**src/hw/rtl/sng_pkg.sv**
```systemverilog
`default_nettype none

package sng_pkg;

  // longest name that still counts as valid
  localparam int unsigned MaxNameLen = 255;

  localparam logic [7:0] SPACE_CHAR = 8'h20;
  localparam logic [7:0] DOT_CHAR   = 8'h2E;
  localparam logic [7:0] TILDE_CHAR = 8'h7E;
  localparam logic [7:0] ONE_CHAR   = 8'h31;

  // short name positions
  localparam logic [3:0] IDX_TILDE = 4'd6;
  localparam logic [3:0] IDX_ONE   = 4'd7;
  localparam logic [3:0] IDX_EXT   = 4'd8;
  localparam logic [3:0] IDX_LAST  = 4'd10;

  localparam int unsigned BaseLen = 8;
  localparam int unsigned ExtLen  = 3;

  typedef struct packed {
    logic capture;  // take one name byte
    logic load;     // put next short name byte in the output register
    logic clear;    // name done, return to empty state
  } sng_cmd_t;

  typedef struct packed {
    logic out_valid;
    logic index_last;
  } sng_stat_t;

  function automatic logic is_forbidden(input logic [7:0] b);
    logic bad;
    bad = 1'b0;
    if (b < SPACE_CHAR) begin
      bad = 1'b1;
    end
    case (b) inside
      8'h22, 8'h2A, 8'h2B, 8'h2C, 8'h2F,
      8'h3A, 8'h3B, 8'h3C, 8'h3D, 8'h3E, 8'h3F,
      8'h5B, 8'h5C, 8'h5D, 8'h7C: bad = 1'b1;
      default: ;
    endcase
    return bad;
  endfunction

  function automatic logic [7:0] fold_upper(input logic [7:0] c);
    logic [7:0] r;
    r = c;
    if (c >= 8'h61 && c <= 8'h7A) begin
      r = c - 8'h20;
    end
    return r;
  endfunction

endpackage

`default_nettype wire

```
**src/hw/rtl/sng_ctrl.sv**
```systemverilog
`default_nettype none

module sng_ctrl (
  input  wire logic             clk,
  input  wire logic             rst,
  input  wire logic             s_tvalid,
  input  wire logic             s_tlast,
  input  wire logic             m_tready,
  input  wire sng_pkg::sng_stat_t stat,
  output      logic             s_tready,
  output      sng_pkg::sng_cmd_t cmd
);

  localparam logic ST_COLLECT = 1'b0;
  localparam logic ST_EMIT    = 1'b1;

  logic state;
  logic state_next;

  always_comb begin
    cmd.capture = (state == ST_COLLECT) && s_tvalid;
    cmd.load    = (state == ST_EMIT) && (!stat.out_valid || m_tready);
    cmd.clear   = cmd.load && stat.index_last;
    s_tready    = (state == ST_COLLECT);
  end

  always_comb begin
    state_next = state;
    unique case (state)
      ST_COLLECT: begin
        if (cmd.capture && s_tlast) begin
          state_next = ST_EMIT;
        end
      end
      ST_EMIT: begin
        if (cmd.clear) begin
          state_next = ST_COLLECT;
        end
      end
      default: state_next = ST_COLLECT;
    endcase
  end

  always_ff @(posedge clk) begin
    if (rst) begin
      state <= ST_COLLECT;
    end else begin
      state <= state_next;
    end
  end

endmodule

`default_nettype wire

```
**src/hw/rtl/sng_datapath.sv**
```systemverilog
`default_nettype none

module sng_datapath #(
  parameter int unsigned MAX_NAME_LEN = sng_pkg::MaxNameLen
) (
  input  wire logic              clk,
  input  wire logic              rst,
  input  wire sng_pkg::sng_cmd_t cmd,
  input  wire logic              m_tready,
  input  wire logic [7:0]        name_byte,
  output      sng_pkg::sng_stat_t stat,
  output      logic [7:0]        short_byte,
  output      logic [3:0]        byte_index,
  output      logic [7:0]        name_checksum,
  output      logic              name_ok,
  output      logic              final_result,
  output      logic              out_valid
);

  localparam int unsigned CountSat = MAX_NAME_LEN + 1;
  localparam int unsigned CntW     = $clog2(MAX_NAME_LEN + 2);

  logic [7:0]      base_store [sng_pkg::BaseLen];
  logic [7:0]      tail_store [sng_pkg::ExtLen];
  logic [1:0]      tail_count;
  logic [CntW-1:0] byte_count;
  logic [CntW-1:0] dot_position;
  logic            dot_seen;
  logic            bad_byte_seen;
  logic [3:0]      emit_index;
  logic [7:0]      sum;

  logic [CntW-1:0] ext_pos;
  logic [7:0]      sfn_byte;
  logic [7:0]      sum_next;
  logic [1:0]      tail_sel;
  logic            ok_now;

  assign tail_sel = emit_index[1:0];

  // short name byte for the current position
  always_comb begin
    ext_pos  = dot_seen ? dot_position : byte_count;
    sfn_byte = sng_pkg::SPACE_CHAR;
    if (emit_index < sng_pkg::IDX_EXT) begin
      if (ext_pos > CntW'(sng_pkg::BaseLen) && emit_index == sng_pkg::IDX_TILDE) begin
        sfn_byte = sng_pkg::TILDE_CHAR;
      end else if (ext_pos > CntW'(sng_pkg::BaseLen) && emit_index == sng_pkg::IDX_ONE) begin
        sfn_byte = sng_pkg::ONE_CHAR;
      end else if (CntW'(emit_index) < ext_pos) begin
        sfn_byte = sng_pkg::fold_upper(base_store[emit_index[2:0]]);
      end
    end else if (tail_sel != 2'd3 && tail_sel < tail_count) begin
      sfn_byte = sng_pkg::fold_upper(tail_store[tail_sel]);
    end
    sum_next = {sum[0], sum[7:1]} + sfn_byte;
    ok_now   = (byte_count <= CntW'(MAX_NAME_LEN)) && !bad_byte_seen;
  end

  assign stat.out_valid  = out_valid;
  assign stat.index_last = (emit_index == sng_pkg::IDX_LAST);

  // name state
  always_ff @(posedge clk) begin
    if (rst || cmd.clear) begin
      tail_count    <= '0;
      byte_count    <= '0;
      dot_position  <= '0;
      dot_seen      <= 1'b0;
      bad_byte_seen <= 1'b0;
      emit_index    <= '0;
      sum           <= '0;
    end else begin
      if (cmd.capture) begin
        if (sng_pkg::is_forbidden(name_byte)) begin
          bad_byte_seen <= 1'b1;
        end
        if (name_byte == sng_pkg::DOT_CHAR) begin
          dot_seen     <= 1'b1;
          dot_position <= byte_count;
          tail_count   <= '0;
        end else if (dot_seen && tail_count != 2'd3) begin
          tail_count <= tail_count + 2'd1;
        end
        if (byte_count != CntW'(CountSat)) begin
          byte_count <= byte_count + CntW'(1);
        end
      end
      if (cmd.load) begin
        emit_index <= emit_index + 4'd1;
        sum        <= sum_next;
      end
    end
  end

  // byte stores, written in place
  always_ff @(posedge clk) begin
    if (cmd.capture) begin
      if (byte_count < CntW'(sng_pkg::BaseLen)) begin
        base_store[byte_count[2:0]] <= name_byte;
      end
      if (name_byte != sng_pkg::DOT_CHAR && dot_seen && tail_count != 2'd3) begin
        tail_store[tail_count] <= name_byte;
      end
    end
  end

  // output register
  always_ff @(posedge clk) begin
    if (cmd.load) begin
      short_byte    <= sfn_byte;
      byte_index    <= emit_index;
      name_checksum <= stat.index_last ? sum_next : 8'h00;
      name_ok       <= ok_now;
      final_result  <= stat.index_last;
    end
  end

  always_ff @(posedge clk) begin
    if (rst) begin
      out_valid <= 1'b0;
    end else if (cmd.load) begin
      out_valid <= 1'b1;
    end else if (m_tready) begin
      out_valid <= 1'b0;
    end
  end

endmodule

`default_nettype wire

```
**src/hw/rtl/short_name_generator_with_checksum_top.sv**
```systemverilog
// 8.3 short name generator: takes a long file name one byte per word on the
// slave stream (tlast on the final byte) and, after the final byte, sends the
// eleven bytes of the upper-cased short name on the master stream, base in
// positions 0 to 7 and extension in 8 to 10, with tlast on the eleventh word.
// that word also carries the rotate-right-add checksum of all eleven bytes;
// name_ok is the same on all eleven and is low for a name longer than
// MAX_NAME_LEN bytes or one holding a forbidden character. a base longer than
// eight bytes is cut to six plus '~1'. timing: name bytes are taken one per
// cycle; after the final byte the input stalls while the emit counter walks
// the eleven positions through a single output register. the next name's
// first byte is taken while the eleventh word still waits in the output
// register.
`default_nettype none

module short_name_generator_with_checksum_top #(
  parameter int unsigned MAX_NAME_LEN = sng_pkg::MaxNameLen
) (
  input  wire logic        clk,
  input  wire logic        rst,
  // slave stream: name bytes
  input  wire logic        s_tvalid,
  output      logic        s_tready,
  input  wire logic [7:0]  s_tdata,   // [7:0] name_byte
  input  wire logic        s_tlast,   // last_byte
  // master stream: short name words
  output      logic        m_tvalid,
  input  wire logic        m_tready,
  output      logic [23:0] m_tdata,   // [7:0] short_byte, [11:8] byte_index,
                                      // [19:12] name_checksum, [20] name_ok
  output      logic        m_tlast    // final_result
);

  sng_pkg::sng_cmd_t  cmd;
  sng_pkg::sng_stat_t stat;

  logic [7:0] short_byte;
  logic [3:0] byte_index;
  logic [7:0] name_checksum;
  logic       name_ok;

  // sequencing: collect bytes, then walk the eleven output positions
  sng_ctrl u_ctrl (
    .clk      (clk),
    .rst      (rst),
    .s_tvalid (s_tvalid),
    .s_tlast  (s_tlast),
    .m_tready (m_tready),
    .stat     (stat),
    .s_tready (s_tready),
    .cmd      (cmd)
  );

  // name state, short name formation, checksum and output register
  sng_datapath #(
    .MAX_NAME_LEN (MAX_NAME_LEN)
  ) u_datapath (
    .clk           (clk),
    .rst           (rst),
    .cmd           (cmd),
    .m_tready      (m_tready),
    .name_byte     (s_tdata),
    .stat          (stat),
    .short_byte    (short_byte),
    .byte_index    (byte_index),
    .name_checksum (name_checksum),
    .name_ok       (name_ok),
    .final_result  (m_tlast),
    .out_valid     (m_tvalid)
  );

  // pack result fields, padded to whole bytes
  assign m_tdata = {3'b000, name_ok, name_checksum, byte_index, short_byte};

`ifndef SYNTH
  // input stalls right after the final name byte
  a_stall_after_last: assert property (@(posedge clk) disable iff (rst)
    (s_tvalid && s_tready && s_tlast) |=> !s_tready)
    else $error("input not stalled after final name byte");

  // tlast only on the eleventh position
  a_last_index: assert property (@(posedge clk) disable iff (rst)
    (m_tvalid && m_tlast) |-> (byte_index == sng_pkg::IDX_LAST))
    else $error("tlast on wrong position");

  // checksum field is zero except on the final word
  a_sum_zero: assert property (@(posedge clk) disable iff (rst)
    (m_tvalid && !m_tlast) |-> (name_checksum == 8'h00))
    else $error("checksum on non-final word");

  // a taken word that is not the last is followed at once by the next position
  a_index_step: assert property (@(posedge clk) disable iff (rst)
    (m_tvalid && m_tready && !m_tlast) |=>
      (m_tvalid && byte_index == $past(byte_index) + 4'd1))
    else $error("short name positions out of sequence");
`endif

endmodule

`default_nettype wire
```
**config.mk**
```make
export PLATFORM = sky130hd
export DESIGN_NAME = short_name_generator_with_checksum_top
export DESIGN_NICKNAME = d
export VERILOG_FILES = /design/src/hw/rtl/sng_pkg.sv /design/src/hw/rtl/sng_ctrl.sv /design/src/hw/rtl/sng_datapath.sv /design/src/hw/rtl/short_name_generator_with_checksum_top.sv
export SDC_FILE = /design/constraint.sdc
export NUM_CORES = 1
export LEC_CHECK = 0
export BUFFER_PORTS_ARGS = -buffer_cell sky130_fd_sc_hd__buf_2
export CAP_MARGIN = 0
export CORE_AREA = 3 3 115 117
export CTS_BUF_LIST = sky130_fd_sc_hd__clkbuf_8 sky130_fd_sc_hd__clkbuf_16
export DETAILED_ROUTE_END_ITERATION = 10
export DIE_AREA = 0 0 118 120
export PLACE_DENSITY = 0.72
export SLEW_MARGIN = 0
export SYNTH_ARGS = -nofsm -noshare
export SYNTH_HDL_FRONTEND = slang
export SYNTH_SLANG_ARGS = --single-unit
```
**constraint.sdc**
```tcl
create_clock -name clk -period 9.7 [get_ports clk]
set_input_delay 0.97 -clock clk [delete_from_list [all_inputs] [get_ports clk]]
set_output_delay 0.97 -clock clk [all_outputs]
set_load 0.1 [all_outputs]
```
==> flow_summary.json <==
{
  "finish.utilization_pct": 60.5,
  "hold_buffers": 0,
  "muxShareOfSynthArea_pct": 11.0,
  "cts_tree": "built",
  "synth_compound_area_share_pct": 7.34,
  "p_sw_mw": 0.401,
  "clock-root-buffer": "clkbuf_16",
  "start_util_pct": 53.6,
  "ant_nets": 0,
  "cts.sinks": 149,
  "report.final.slew_viol_count": 0,
  "grt-ovfl-total": 0,
  "synth-seq-area-share_pct": 61.1,
  "syn_inst": 515,
  "synth_top_family_by_area": "simple AND/OR/NAND/NOR gates",
  "cp-end-kind": "register",
  "route.vias.total": 4173,
  "drc": 0,
  "synth_edf_count": 110,
  "synth_top_area_cell": "edfxtp_1",
  "crit_path_start_kind": "register",
  "setup_viol": 0,
  "drt_wl_total_um": 13100,
  "worstPathMaxFanout": 6,
  "clk_transition_reported_paths_ps": 60,
  "portBuffers": 36,
  "placed_cells": 704,
  "nNetsFinal": 587,
  "cts_max_level": 4,
  "grt_max_degree": 33,
  "area_growth_pct": 12.9,
  "core_um2": 12500,
  "outcome": "finished clean",
  "placed_area_um2": 6990,
  "antenna_found_initial": 0,
  "ys.flop_type": "edfxtp_1",
  "p_clk_share_pct": 39.7,
  "hp-class": "register to register",
  "slew_headroom_pct": 29.0,
  "ys_ff_latch": 149,
  "die-area_um2": 14200,
  "drv_cap": 0,
  "p_leak_nw": 2.66,
  "num_rows": 41,
  "numCtsBuffers": 17,
  "hold_violations": 0,
  "synth_simple_gate_area_share_pct": 11.3,
  "min_period_ps": 4320,
  "post_cts_resized": 0,
  "die_w_um": 118,
  "worst_slew_pin_slew_ps": 1070,
  "p_int_mw": 1.12,
  "setup_tns_ps": 0,
  "io-pin-count": 40,
  "fin_area_um2": 7540,
  "clockBufferDepth": 2,
  "grt_first_pass_wirelength_um": 20800,
  "grt_pass1_vias": 3960,
  "worstPathRequired_ps": 10060,
  "dp_hpwl_um": 8760,
  "layoutNonFillerInstCount": 735,
  "insertion_delay_ps": 420,
  "gp_congestion": 0.851,
  "avgRoutedWirePerCell_um": 17.9,
  "fp.dieH_um": 120,
  "dr.first_iter.drc_count": 347,
  "dr.pass1.iters": 5,
  "routed_via_density": 5.68,
  "path_class": "register to register",
  "timing.final.crit_share_pct": 44.5,
  "grtUsageTotal_pct": 19.2,
  "synth_fa_ha_area_share_pct": 4.42,
  "async_flop_share_pct": 0,
  "timing.hold.ws_ps": 503,
  "synth_xor_area_share_pct": 1.70,
  "ir_drop_uv": 138,
  "power.share.sequential_pct": 47.1,
  "n_antenna_cell": 0,
  "swShare_pct": 26.4,
  "synth_area_leaders": "edfxtp_1, dfxtp_1, ha_1, mux2i_1, mux4_1",
  "drive_gt1_share_pct": 16.0,
  "synth.avg_cell_area_um2": 13.0,
  "crit_arrival_ps": 4680,
  "rsz0062_at_grt": "false",
  "synth_top_area_share_pct": 49.5,
  "postCtsSetupBuffers": 0,
  "ys_warn_count": 0,
  "power_density_nw_per_um2": 202,
  "power_frac_comb_pct": 13.2,
  "clock.fmax_mhz": 232,
  "skew_ps": 7.47,
  "yosys.cell_types.count": 58,
  "synth_area_um2": 6680
}
==> cell type report <==
type	count	area, um2
Fill cell	966	4930
Sequential cell	149	4080
Multi-Input combinational cell	323	2410
Clock buffer	17	425
Tap cell	172	215
Timing Repair Buffer	39	203
Clock inverter	14	126
Inverter	21	78.8
==> cell usage in the layout, fill, tap and decap left out, types with 7 or more instances in the layout <==
cell type / n
a21oi_1: 23
and2_1: 8
buf_2: 36
clkbuf_16: 17
dfxtp_1: 39
edfxtp_1: 110
ha_1: 22
inv_1: 22
mux2i_1: 27
mux4_1: 9
mux4_2: 7
nand2_1: 38
nand2b_1: 10
nand3_1: 8
nand4_1: 7
nor2_1: 62
o21ai_0: 13
xor2_1: 9
==> power groups by stage <==
| stage | sequential (mW) | combinational [mW] | clock (mW) |
|---|---|---|---|
| 6_report | 0.716 | 0.201 | 0.604 |
| 5_1_grt | 0.717 | 0.218 | 0.644 |
| 4_1_cts | 0.716 | 0.201 | 0.616 |
| 3_5_place_dp | 0.729 | 0.199 | 0 |
| 3_3_place_gp | 0.728 | 0.196 | 0 |
| 2_1_floorplan | 0.761 | 0.122 | 0 |
==> cell usage after synthesis (all sizes together), types with 2 or more instances <==
| cell | n |
|---|---|
| nand2 | 38 |
| buf | 11 |
| nand2b | 10 |
| a31oi | 2 |
| o21a | 4 |
| or3 | 3 |
| nor3 | 6 |
| or2 | 4 |
| nand3b | 2 |
| o21ai | 14 |
| nor2b | 4 |
| a211o | 2 |
| mux2 | 6 |
| or4b | 2 |
| a211oi | 6 |
| xor2 | 9 |
| nand3 | 8 |
| o31ai | 2 |
| o22ai | 2 |
| inv | 21 |
| a21o | 4 |
| nor2 | 62 |
| o22a | 2 |
| nor3b | 2 |
| clkbuf | 13 |
| a22oi | 3 |
| nand4 | 7 |
| ha | 22 |
| and2 | 8 |
| edfxtp | 110 |
| dfxtp | 39 |
| nor4 | 3 |
| a21oi | 23 |
| xnor2 | 4 |
| mux2i | 27 |
| mux4 | 16 |
==> sequential cells by signal (all words and copies together) (netlist names), 2 cells and up, named ones only <==
register and flops:
u_datapath.byte_index 4, u_datapath.sum 8, u_datapath.emit_index 4, u_datapath.tail_count 2
u_datapath.byte_count 9, u_datapath.tail_store 24, u_datapath.short_byte 8, u_datapath.base_store 64
u_datapath.name_checksum 8, u_datapath.dot_position 9
==> critical path, cell delays in order (launching register included) <==
cell and delay, ps:
dfxtp_1 350, or4_1 610, or3_1 400, o2111a_1 210, a31oi_1 350, nand2_1 140
a22oi_1 310, ha_1 290, a21o_1 190, a211oi_1 230, nor2_1 90, o41ai_1 340
xnor2_1 190, or4b_1 480, nand3_1 80
==> final timing paths <==
check                             start                    endpoint  slack (ps)  cells after the start
max reg2reg    u_datapath.byte_count[6]           u_datapath.sum[7]        5380                     14
min          u_datapath.dot_position[7]  u_datapath.dot_position[7]         500                      2
min reg2reg  u_datapath.dot_position[7]  u_datapath.dot_position[7]         500                      2
max            u_datapath.byte_count[6]           u_datapath.sum[7]        5380                     14
==> stage by stage <==
| stage | setup slack [ps] | power [mW] |
|---|---|---|
| finish | 5380 | 1.52 |
| global route | 5000 | 1.58 |
| CTS | 5400 | 1.53 |
| detailed placement | 5460 | 0.928 |
| global placement | 5560 | 0.925 |
| floorplan | 5860 | 0.883 |
==> routing by layer <==
| layer | track usage (%) | share of wire [%] |
|---|---|---|
| met4 | 5.86 | 0.98 |
| met5 | 0 | 0 |
| met1 | 25.1 | 43 |
| met3 | 4.95 | 5.7 |
| met2 | 32.0 | 51 |
==> cells by family (layout without fill, tap and decap cells) <==
kind of cell / count (synthesis) / in the layout
AOI/OAI and AO/OA: 74 / 74
and+or+nand+nor: 161 / 161
DFF: 149 / 149
buffers and inverters: 45 / 91
xor gates and xnor gates: 13 / 13
adders and majority gates: 23 / 23
other: 1 / 3
muxes: 49 / 49
Note: power is estimated with default switching activity, not from simulation.
